## src/design/multi_timer_deadline_manager_macros.svh

```systemverilog
// assertion macros for the multi-timer deadline manager
`ifndef MULTI_TIMER_DEADLINE_MANAGER_MACROS_SVH
`define MULTI_TIMER_DEADLINE_MANAGER_MACROS_SVH

// antecedent implies consequent in the same cycle
`define MTDM_ASSERT_NOW(lbl, ante, cons, msg) \
  lbl: assert property (@(posedge clk) disable iff (rst) (ante) |-> (cons)) else $error(msg);

// antecedent implies consequent in the next cycle
`define MTDM_ASSERT_NEXT(lbl, ante, cons, msg) \
  lbl: assert property (@(posedge clk) disable iff (rst) (ante) |=> (cons)) else $error(msg);

`endif

```

## src/design/mtdm_pkg.sv

```systemverilog
// shared types and constants for the multi-timer deadline manager
package mtdm_pkg;

  localparam int DefMaxTimers = 32;
  localparam int MaxResults   = 31;

  localparam logic [1:0] OP_TICK = 2'd0;
  localparam logic [1:0] OP_ADD  = 2'd1;
  localparam logic [1:0] OP_SET  = 2'd2;

  localparam logic [1:0] RK_EXPIRY = 2'd0;
  localparam logic [1:0] RK_ADD    = 2'd1;
  localparam logic [1:0] RK_SET    = 2'd2;

  typedef enum logic [1:0] {
    CMD_TICK,
    CMD_ADD,
    CMD_SET,
    CMD_NOP
  } cmd_kind_t;

  typedef struct packed {
    cmd_kind_t   kind;
    logic [4:0]  idx;
    logic [31:0] delay;
  } cmd_t;

  typedef enum logic [2:0] {
    ST_IDLE,
    ST_SCAN,
    ST_DECIDE,
    ST_FLUSH
  } back_state_t;

endpackage

```

## src/design/mtdm_front.sv

```systemverilog
// front end: accepts transactions, decodes the operation and queues commands
module mtdm_front (
  input  logic           clk,
  input  logic           rst,
  input  logic           in_valid,
  output logic           in_ready,
  input  logic [1:0]     in_op,
  input  logic [4:0]     in_idx,
  input  logic [31:0]    in_delay,
  output logic           cmd_valid,
  input  logic           cmd_pop,
  output mtdm_pkg::cmd_t cmd
);
  import mtdm_pkg::*;

  cmd_t       q [2];
  logic       wr_ptr;
  logic       rd_ptr;
  logic [1:0] fill;
  cmd_t       dec;
  logic       push;
  logic       pop;

  always_comb begin
    dec.idx   = in_idx;
    dec.delay = in_delay;
    unique case (in_op)
      OP_TICK: dec.kind = CMD_TICK;
      OP_ADD:  dec.kind = CMD_ADD;
      OP_SET:  dec.kind = CMD_SET;
      default: dec.kind = CMD_NOP;
    endcase
  end

  assign in_ready  = (fill != 2'd2);
  assign push      = in_valid && in_ready;
  assign cmd_valid = (fill != 2'd0);
  assign pop       = cmd_pop && cmd_valid;
  assign cmd       = q[rd_ptr];

  always_ff @(posedge clk) begin
    if (push) begin
      q[wr_ptr] <= dec;
    end
  end

  always_ff @(posedge clk) begin
    if (rst) begin
      wr_ptr <= 1'b0;
      rd_ptr <= 1'b0;
      fill   <= 2'd0;
    end else begin
      if (push) begin
        wr_ptr <= ~wr_ptr;
      end
      if (pop) begin
        rd_ptr <= ~rd_ptr;
      end
      fill <= fill + {1'b0, push} - {1'b0, pop};
    end
  end

endmodule

```

## src/design/mtdm_back.sv

```systemverilog
// back end: timer state, deadline scan and result register
module mtdm_back #(
  parameter int MAX_TIMERS = mtdm_pkg::DefMaxTimers
) (
  input  logic           clk,
  input  logic           rst,
  input  logic           cmd_valid,
  output logic           cmd_pop,
  input  mtdm_pkg::cmd_t cmd,
  output logic           out_valid,
  input  logic           out_ready,
  output logic [1:0]     out_kind,
  output logic [4:0]     out_id,
  output logic           out_acc,
  output logic           out_last
);
  import mtdm_pkg::*;

  localparam int SW = $clog2(MAX_TIMERS);
  localparam int CW = $clog2(MAX_TIMERS + 1);

  back_state_t state, state_next;

  logic [31:0]   count;
  logic [CW-1:0] used;
  logic [MAX_TIMERS-1:0] armed;
  logic [31:0]   mem [MAX_TIMERS];
  logic [31:0]   rd_data;
  logic [CW-1:0] rd_ptr;
  logic          p_valid;
  logic [SW-1:0] p_addr;
  logic          found;
  logic [SW-1:0] best;
  logic [31:0]   best_dl;
  logic          pend;
  logic [SW-1:0] pend_id;
  logic [4:0]    nfound;

  logic          out_free;
  logic          issue;
  logic          emit;
  logic [1:0]    e_kind;
  logic [4:0]    e_id;
  logic          e_acc;
  logic          e_last;
  logic          mem_we;
  logic [SW-1:0] mem_waddr;
  logic          do_add;
  logic          do_set;
  logic          do_tick;

  logic [CW+4:0] idx_w;
  logic [CW+4:0] used_w;
  logic          set_ok;
  logic          add_ok;
  logic [SW+4:0] pend_w;
  logic [CW+4:0] used_id_w;

  assign out_free  = !out_valid || out_ready;
  assign issue     = (state == ST_SCAN) && (rd_ptr < used);
  assign idx_w     = {{CW{1'b0}}, cmd.idx};
  assign used_w    = {5'b0, used};
  assign set_ok    = (cmd.idx != 5'd0) && (idx_w < used_w);
  assign add_ok    = (used < CW'(MAX_TIMERS));
  assign pend_w    = {5'b0, pend_id};
  assign used_id_w = {5'b0, used};

  always_comb begin
    state_next = state;
    cmd_pop    = 1'b0;
    emit       = 1'b0;
    e_kind     = RK_EXPIRY;
    e_id       = pend_w[4:0];
    e_acc      = 1'b1;
    e_last     = 1'b1;
    mem_we     = 1'b0;
    mem_waddr  = used[SW-1:0];
    do_add     = 1'b0;
    do_set     = 1'b0;
    do_tick    = 1'b0;
    unique case (state)
      ST_IDLE: begin
        if (cmd_valid) begin
          unique case (cmd.kind)
            CMD_TICK: begin
              cmd_pop    = 1'b1;
              do_tick    = 1'b1;
              state_next = ST_SCAN;
            end
            CMD_ADD: begin
              if (out_free) begin
                cmd_pop = 1'b1;
                emit    = 1'b1;
                e_kind  = RK_ADD;
                e_acc   = add_ok;
                e_id    = add_ok ? used_id_w[4:0] : 5'd0;
                mem_we  = add_ok;
                do_add  = add_ok;
              end
            end
            CMD_SET: begin
              if (out_free) begin
                cmd_pop   = 1'b1;
                emit      = 1'b1;
                e_kind    = RK_SET;
                e_acc     = set_ok;
                e_id      = cmd.idx;
                mem_we    = set_ok;
                mem_waddr = idx_w[SW-1:0];
                do_set    = set_ok;
              end
            end
            default: cmd_pop = 1'b1;
          endcase
        end
      end
      ST_SCAN: begin
        if (!issue && !p_valid) begin
          state_next = ST_DECIDE;
        end
      end
      ST_DECIDE: begin
        if (!found) begin
          if (!pend) begin
            state_next = ST_IDLE;
          end else if (out_free) begin
            emit       = 1'b1;
            state_next = ST_IDLE;
          end
        end else if (!pend || out_free) begin
          emit       = pend;
          e_last     = 1'b0;
          state_next = (nfound == 5'(MaxResults - 1)) ? ST_FLUSH : ST_SCAN;
        end
      end
      ST_FLUSH: begin
        if (out_free) begin
          emit       = 1'b1;
          state_next = ST_IDLE;
        end
      end
      default: state_next = ST_IDLE;
    endcase
  end

  always_ff @(posedge clk) begin
    if (rst) begin
      state <= ST_IDLE;
    end else begin
      state <= state_next;
    end
  end

  always_ff @(posedge clk) begin
    if (mem_we) begin
      mem[mem_waddr] <= count + cmd.delay;
    end
    if (issue) begin
      rd_data <= mem[rd_ptr[SW-1:0]];
    end
  end

  always_ff @(posedge clk) begin
    p_addr <= rd_ptr[SW-1:0];
    if (state != ST_SCAN) begin
      rd_ptr <= CW'(1);
    end else if (issue) begin
      rd_ptr <= rd_ptr + CW'(1);
    end
    if (p_valid && armed[p_addr] && (rd_data <= count) && (!found || rd_data < best_dl)) begin
      best    <= p_addr;
      best_dl <= rd_data;
    end
  end

  always_ff @(posedge clk) begin
    if (rst) begin
      count   <= '0;
      used    <= CW'(1);
      armed   <= '0;
      p_valid <= 1'b0;
      found   <= 1'b0;
      pend    <= 1'b0;
      pend_id <= '0;
      nfound  <= '0;
    end else begin
      p_valid <= issue;
      if (do_tick) begin
        count  <= count + 32'd1;
        found  <= 1'b0;
        pend   <= 1'b0;
        nfound <= '0;
      end
      if (do_add) begin
        armed[used[SW-1:0]] <= 1'b1;
        used                <= used + CW'(1);
      end
      if (do_set) begin
        armed[idx_w[SW-1:0]] <= 1'b1;
      end
      if (p_valid && armed[p_addr] && (rd_data <= count) && (!found || rd_data < best_dl)) begin
        found <= 1'b1;
      end
      if (state == ST_DECIDE && state_next != ST_DECIDE) begin
        found <= 1'b0;
        if (found) begin
          armed[best] <= 1'b0;
          pend        <= 1'b1;
          pend_id     <= best;
          nfound      <= nfound + 5'd1;
        end else begin
          pend <= 1'b0;
        end
      end
      if (state == ST_FLUSH && state_next == ST_IDLE) begin
        pend <= 1'b0;
      end
    end
  end

  always_ff @(posedge clk) begin
    if (rst) begin
      out_valid <= 1'b0;
    end else if (emit) begin
      out_valid <= 1'b1;
    end else if (out_ready) begin
      out_valid <= 1'b0;
    end
  end

  always_ff @(posedge clk) begin
    if (emit) begin
      out_kind <= e_kind;
      out_id   <= e_id;
      out_acc  <= e_acc;
      out_last <= e_last;
    end
  end

  `include "multi_timer_deadline_manager_macros.svh"

  `MTDM_ASSERT_NOW(a_flush_has_pend, state == ST_FLUSH, pend, "flush without pending expiry")
  `MTDM_ASSERT_NOW(a_expiry_nonzero, out_valid && out_kind == RK_EXPIRY, out_id != 5'd0, "expiry of reserved slot")
  `MTDM_ASSERT_NOW(a_used_range, 1'b1, used >= CW'(1) && used <= CW'(MAX_TIMERS), "slot count out of range")
  `MTDM_ASSERT_NOW(a_slot0_idle, 1'b1, !armed[0], "reserved slot armed")

endmodule

```

## src/design/multi_timer_deadline_manager.sv

```systemverilog
// top level of the multi-timer deadline manager
// usage:
//   s_axis carries commands: tuser is the operation (tick, add, set), tdata holds
//   the slot index and the delay in ticks. m_axis carries results: tuser is the
//   result kind, tdata holds timer id and accepted flag, tlast marks the last
//   result caused by one command.
//   a two-entry command queue sits between the decoder and the timer engine, so
//   commands are taken while the engine is busy or the output is stalled.
//   add and set give one acknowledge, loaded on the edge at which the command
//   leaves the queue. a tick scans slots 1 to slots_in_use-1 through the single
//   read port of the deadline memory, one slot a cycle, and runs one scan per
//   expiry plus a final one; a tick that reaches 31 expiries ends after the 31st
//   without a final scan. commands run one at a time. reset clears the tick count
//   and all armed flags and sets the slot count to 1, as slot 0 is reserved;
//   deadlines are written before use. a stall on m_axis holds the result
//   register and halts the engine when it next has a result to load; the queue
//   then fills and s_axis_tready drops.
module multi_timer_deadline_manager #(
  parameter int MAX_TIMERS = mtdm_pkg::DefMaxTimers
) (
  input  logic        clk,
  input  logic        rst,
  input  logic        s_axis_tvalid,
  output logic        s_axis_tready,
  input  logic [39:0] s_axis_tdata,  // slot_index, delay_ticks, zero pad
  input  logic [1:0]  s_axis_tuser,  // operation
  output logic        m_axis_tvalid,
  input  logic        m_axis_tready,
  output logic [7:0]  m_axis_tdata,  // timer_id, accepted, zero pad
  output logic [1:0]  m_axis_tuser,  // result_kind
  output logic        m_axis_tlast   // last_of_run
);
  import mtdm_pkg::*;

  logic cmd_valid;
  logic cmd_pop;
  cmd_t cmd;
  logic [4:0] out_id;
  logic       out_acc;

  mtdm_front u_front (
    .clk       (clk),
    .rst       (rst),
    .in_valid  (s_axis_tvalid),
    .in_ready  (s_axis_tready),
    .in_op     (s_axis_tuser),
    .in_idx    (s_axis_tdata[4:0]),
    .in_delay  (s_axis_tdata[36:5]),
    .cmd_valid (cmd_valid),
    .cmd_pop   (cmd_pop),
    .cmd       (cmd)
  );

  mtdm_back #(
    .MAX_TIMERS (MAX_TIMERS)
  ) u_back (
    .clk       (clk),
    .rst       (rst),
    .cmd_valid (cmd_valid),
    .cmd_pop   (cmd_pop),
    .cmd       (cmd),
    .out_valid (m_axis_tvalid),
    .out_ready (m_axis_tready),
    .out_kind  (m_axis_tuser),
    .out_id    (out_id),
    .out_acc   (out_acc),
    .out_last  (m_axis_tlast)
  );

  assign m_axis_tdata = {2'b00, out_acc, out_id};

endmodule

```

## config.mk

```make
export PLATFORM = sky130hd
export DESIGN_NAME = multi_timer_deadline_manager
export DESIGN_NICKNAME = d
export VERILOG_FILES = /design/src/design/mtdm_pkg.sv /design/src/design/mtdm_front.sv /design/src/design/mtdm_back.sv /design/src/design/multi_timer_deadline_manager.sv
export VERILOG_INCLUDE_DIRS = /design/src /design/src/design
export SDC_FILE = /design/constraint.sdc
export NUM_CORES = 2
export LEC_CHECK = 0
export ABC_CLOCK_PERIOD_IN_PS = 5300
export BUFFER_PORTS_ARGS = -buffer_cell sky130_fd_sc_hd__buf_2
export CAP_MARGIN = 0
export CORE_AREA = 5 5 331 333
export CTS_BUF_LIST = sky130_fd_sc_hd__clkbuf_4 sky130_fd_sc_hd__clkbuf_8
export CTS_CLUSTER_DIAMETER = 100
export CTS_CLUSTER_SIZE = 30
export DETAILED_ROUTE_END_ITERATION = 16
export DIE_AREA = 0 0 336 338
export GPL_TIMING_DRIVEN = 0
export PLACE_DENSITY_LB_ADDON = 0.25
export SLEW_MARGIN = 30
export SYNTH_ARGS = -nofsm -noshare
export SYNTH_HDL_FRONTEND = slang
export SYNTH_HIERARCHICAL = 1
export SYNTH_SLANG_ARGS = --single-unit
```

## constraint.sdc

```tcl
create_clock -name clk -period 5.3 [get_ports clk]
set_clock_uncertainty 0.15 [all_clocks]
set_input_delay 0.53 -clock clk [delete_from_list [all_inputs] [get_ports clk]]
set_output_delay 0.53 -clock clk [all_outputs]
set_load 0.02 [all_outputs]
```

; After elaboration in Yosys (flattened, before gate mapping)
; Memories as Yosys holds them, arrays and structs flattened. A register that Yosys moved wholly into a read port is not among the register bits.
; Index checks and enable logic that the tools add are counted.
[word_totals]
reg_bits = 148
ramBits = 1102
in_bits = 46
output_inout_bits = 13
wordCells = 175
n_memories = 2
[memory_table]
columns = name, words, word_bits, read_ports, rd_ports_with_merged_regs, write_ports, line_no
row1 = u_back.mem, 32, 32, 1, 1, 1, mtdm_back.sv:27  ; logic [31:0] mem [MAX_TIMERS];
row2 = u_front.q, 2, 39, 1, 1, 1, mtdm_front.sv:16  ; cmd_t q [2];
[op_classes]
n_addsub = 7
n_lt_le_gt_ge = 12
eq_ne = 11
muxes = 80
n_bitwise = 6
reduce_logical = 36
[ops]
columns = op, count
row1 = $mux 32, 6
row2 = $or 32x32->32, 2
row3 = $mux 5, 12
row4 = $mux 1, 42
row5 = $add 32x1->32 const B, 1
row6 = $add 32x32->32, 1
row7 = $and 32x32->32, 1
row8 = $le 32x32->1, 1
row9 = $lt 32x32->1, 1
row10 = $not 32->32, 1
row11 = $lt 5x6->1 const B, 4
row12 = $mux 3, 7
row13 = $demux 1 s5, 3
row14 = $ge 5x1->1 const B, 3
row15 = $logic_and 1x1->1, 13
row16 = $add 6x1->6 const B, 2
row17 = $pmux 3 s4, 1
row18 = $pmux 5 s2, 1
row19 = $reduce_bool 2->1, 4
row20 = $eq 3x2->1 const B, 2
row21 = $logic_not 3->1, 2
row22 = $lt 5x6->1, 1
row23 = $lt 6x6->1, 1
row24 = $lt 6x6->1 const B, 1
row25 = 23 further kinds, 39

; Depth between registers and ports, before layout
[depth]
word_depth = 14
ltp_mapped = 13
ltp_nobuf = 12

; Cells and area by module
; The synthesis kept the hierarchy.
[modules_own_cells]
columns = module, n_inst, cells_each, area_each_um2, seq_area_each_um2
row1 = mtdm_back, 1, 2595, 49436.2, 35053.6
row2 = mtdm_front, 1, 152, 3072.9, 2442.3
row3 = multi_timer_deadline_manager, 1, 4, 26.3, 0.0

; Worst setup path before layout
; No wires, ideal clock.
[synth_timing]
path_type = register to register
startpoint = reg (tool-made name)
endpoint = mem u_back.mem[17][0], enable pin
setup_ns = 0.421
arrival_time_ns = 4.112
required_ns = 4.729
slack_ns = 0.617
stages_incl_launch_ff = 12
n_path_buf = 2
period_less_slack_ns = 4.683
path_cell_list = dfxtp_1 > buf_2 > buf_6 > mux2_2 > ha_1 > a21o_1 > a21o_1 > a21o_1 > a21o_1 > a221oi_1 > o21ai_1 > nor2_1
[synth_lines]
columns = item, line_no
row1 = "end, declared", mtdm_back.sv:27

==> impl_metrics.env <==
export IMPL_ys_async_sr_fraction=0
export IMPL_synth_warnings=6
export IMPL_placed_cell_area_mm2=0.0575
export IMPL_worst_slew_pin_transition_ps=1040
export IMPL_root_buffer="clkbuf_8"
export IMPL_yosys_most_used_dff="edfxtp_1"
export IMPL_holdWs_ps=239
export IMPL_stdcell_area_mm2=0.0588
export IMPL_wl_met3_mm=8.78
export IMPL_grt_overflow_total=0
export IMPL_drive_gt1_frac=0.253
export IMPL_die_h_um=338
export IMPL_num_fill_cells=7969
export IMPL_clock_sinks=1283
export IMPL_finalPower_mw=16.3
export IMPL_synth_adder_area_share=0.0278
export IMPL_crit_path_cell_trace="buf_2 > buf_6 > mux2_2 > ha_1 > a21o_1 > a21o_1 > a21o_1 > a21o_1 > a221oi_2 > o21ai_4 > nor2_4 > buf_16 > buf_16"
export IMPL_dp_slack_ps=69.4
export IMPL_p_leak_nw=18.7
export IMPL_irDropWorstVdd_mv=0.177
export IMPL_post_route_drc_count=0
export IMPL_cts_max_path_buffers=3
export IMPL_dpl_hpwl_mm=95.2
export IMPL_vias_per_cell=6.25
export IMPL_synth_top_family_by_area="multiplexers"
export IMPL_cp_start_kind="register"
export IMPL_setup_ws_ps=251
export IMPL_synth_most_common_cell="edfxtp_1"
export IMPL_synthTopCellsByArea="edfxtp_1 67%, mux4_2 14%, dfxtp_1 3.9%"
export IMPL_path_buf_inv=4
export IMPL_fin_nets=3163
export IMPL_cp_slowest_cell="a221oi_2"
export IMPL_synth_simple_gate_area_frac=0.0349
export IMPL_setup_viol_count_final=0
export IMPL_netlist_area_mm2=0.0525
export IMPL_grt_max_degree=33
export IMPL_drtAntennaViolNets=0
export IMPL_rsz0062_at_grt="no"
export IMPL_hold_viol_final=0
export IMPL_critPathMaxFanout=14
export IMPL_grt_pass1_wl_mm=191
export IMPL_synthMuxAreaShare=0.158
export IMPL_grt_pass1_vias=28000
export IMPL_gp_congestion=0.904
export IMPL_fin_crit_ps=5050
export IMPL_synth_compound_area_frac=0.0377
export IMPL_htree_num_levels=2
export IMPL_ys_types=78
export IMPL_slew_headroom=0.307
export IMPL_synth_seq_cells=1283
export IMPL_max_cap_violations=0
export IMPL_die_area_mm2=0.114
export IMPL_antenna_found_initial=5
export IMPL_crit_required_ps=5670
export IMPL_wirelength_met1_mm=51.1
export IMPL_rows=120
export IMPL_cts_tree="yes"
export IMPL_finalMaxSlewViolations=0
export IMPL_worstSetupEndpointType="register"
export IMPL_grt_usage=0.232
export IMPL_vias=27700
export IMPL_coreArea_mm2=0.106
export IMPL_fmax_ghz=0.198
export IMPL_avgSynthCellArea_um2=19.1
export IMPL_arrival_ps=5420
export IMPL_synthTopCellsByCount="1180 x edfxtp_1, 330 x mux4_2, 117 x nor2_1"
export IMPL_synth_yosys_seq_area_share=0.714
export IMPL_met2_length_mm=67.3
export IMPL_cts_buffers=50
export IMPL_top_layer="met5"
export IMPL_cp_top_family="compound AO/OA/AOI/OAI gates"
export IMPL_slowest_delay_ps=740
export IMPL_hp_start="u_back/rd_ptr[0]"
export IMPL_status="finished, final reports clean"
export IMPL_wire_per_inst_um=29.7
export IMPL_yosys_area_top_type="edfxtp_1"
export IMPL_synth_top_area_share=0.674
export IMPL_die_w_um=336
export IMPL_synth_edf_count=1180
export IMPL_fin_crit_sh=0.953
export IMPL_synth_xor_area_frac=0.0107
export IMPL_io_pins=59
export IMPL_crit_type="reg -> reg"
export IMPL_portBuffers=51
export IMPL_syn_inst=2751
export IMPL_worst_path_most_repeated_cell="a21o_1"
export IMPL_hold_path_class="reg -> reg"
export IMPL_initial_core_util=0.494
export IMPL_final_util=0.554
export IMPL_dr_pass1_iters=8
export IMPL_clk_latency_ps=810
export IMPL_drt_iter0_drc=3053
export IMPL_clk_pin_slew_ps=170
export IMPL_powerDensity_mw_per_mm2=278
export IMPL_wl_mm=131
export IMPL_syn2layout_area_growth_pct=12.0
-- worst reg2reg max path, delay by kind of cell, from the launching register on --
family | cells | cell delay, ps
multiplexers | 1 | 440
AO/OA/AOI/OAI | 6 | 1810
adder cells (fa/ha/maj) | 1 | 320
flip-flops | 1 | 500
buffers and inverters | 4 | 970
AND/OR/NAND/NOR | 1 | 560
-- power by group --
group          internal, mW  leakage (nW)  switching, mW
combinational         0.358          6.77          0.763
clock                  1.02         0.475           2.82
sequential             11.3          11.5         0.0272
-- cells in the final DEF, fill, tap and decap left out, types with 38 or more instances in the layout --
master	netlist	final
edfxtp_1	1180	1180
mux4_2	330	330
ha_1	115	115
dfxtp_1	103	103
inv_1	91	89
buf_2	28	85
nor2_1	117	82
a21oi_1	82	80
clkbuf_1	88	79
mux2_2	71	71
buf_16	0	71
nand2_1	67	67
clkbuf_8	0	51
a21o_1	46	46
nand4_1	43	43
dlygate4sd3_1	0	42
xnor2_1	55	38
-- metrics by stage --
| stage | TNS [ps] | cells |
|---|---|---|
| global route | 0 | 4426 |
| floorplan | 0 | 2752 |
| detailed placement | 0 | 4310 |
| finish | 0 | 4426 |
| global placement | -2060920 | 4206 |
| CTS | 0 | 4425 |
-- state kept, by name (all words and copies together), names as in the netlist, 2 cells and up, named ones only --
| signal | flops |
|---|---|
| u_back/p_addr | 5 |
| u_back/pend_id | 5 |
| u_back/count | 32 |
| u_front/fill | 2 |
| u_back/rd_data | 32 |
| u_back/best_dl | 32 |
| u_back/out_id | 5 |
| u_back/best | 5 |
| u_back/out_kind | 2 |
| u_back/rd_ptr | 6 |
| u_back/state | 3 |
| u_back/armed | 32 |
| u_back/mem | 1024 |
| u_front/q | 78 |
| u_back/nfound | 5 |
| u_back/used | 6 |
-- worst paths after layout --
kind,end,slack (ps),cells past startpoint
setup reg to reg,u_back/mem[18][13],250,13
setup / recovery,u_back/mem[18][13],250,13
hold reg to reg,u_back/p_addr[0],240,0
hold / removal,u_back/p_addr[0],240,0
-- area by class of cell --
cell class / count / area (µm²) / area share
buffer: 133 / 588 / 0.00999
antenna: 1 / 2.50 / 0.0000425
clock inverter: 9 / 97.6 / 0.00166
tap: 1403 / 1760 / 0.0298
inverter: 92 / 345 / 0.00587
clock buffer: 64 / 800 / 0.0136
timing repair buffer: 197 / 2980 / 0.0507
multi-input combinational: 1244 / 14800 / 0.251
sequential: 1283 / 37500 / 0.637
-- logic make-up (layout without fill, tap and decap cells) --
group	count (synthesis)	in the layout
other	2	4
buffers and inverters	225	495
adders and majority gates	116	116
xor gates and xnor gates	64	64
AOI/OAI and AO/OA	290	290
DFF	1283	1283
and+or+nand+nor	365	365
muxes	406	406
-- metal layers --
metal,vias to the layer above,track usage
li1,11600,-
met1,14700,0.308
met2,1160,0.407
met3,200,0.0282
met4,2,0.0683
met5,-,0
-- what timing repair did --
action | CTS | global route
endpoints found under the setup margin | 0 | 96
endpoints found under the hold margin | 84 | 0
hold buffers | 42 | 0
resized for setup | 0 | 3
setup buffers | 0 | 0
No activity file was read; power rests on OpenSTA's default activity.
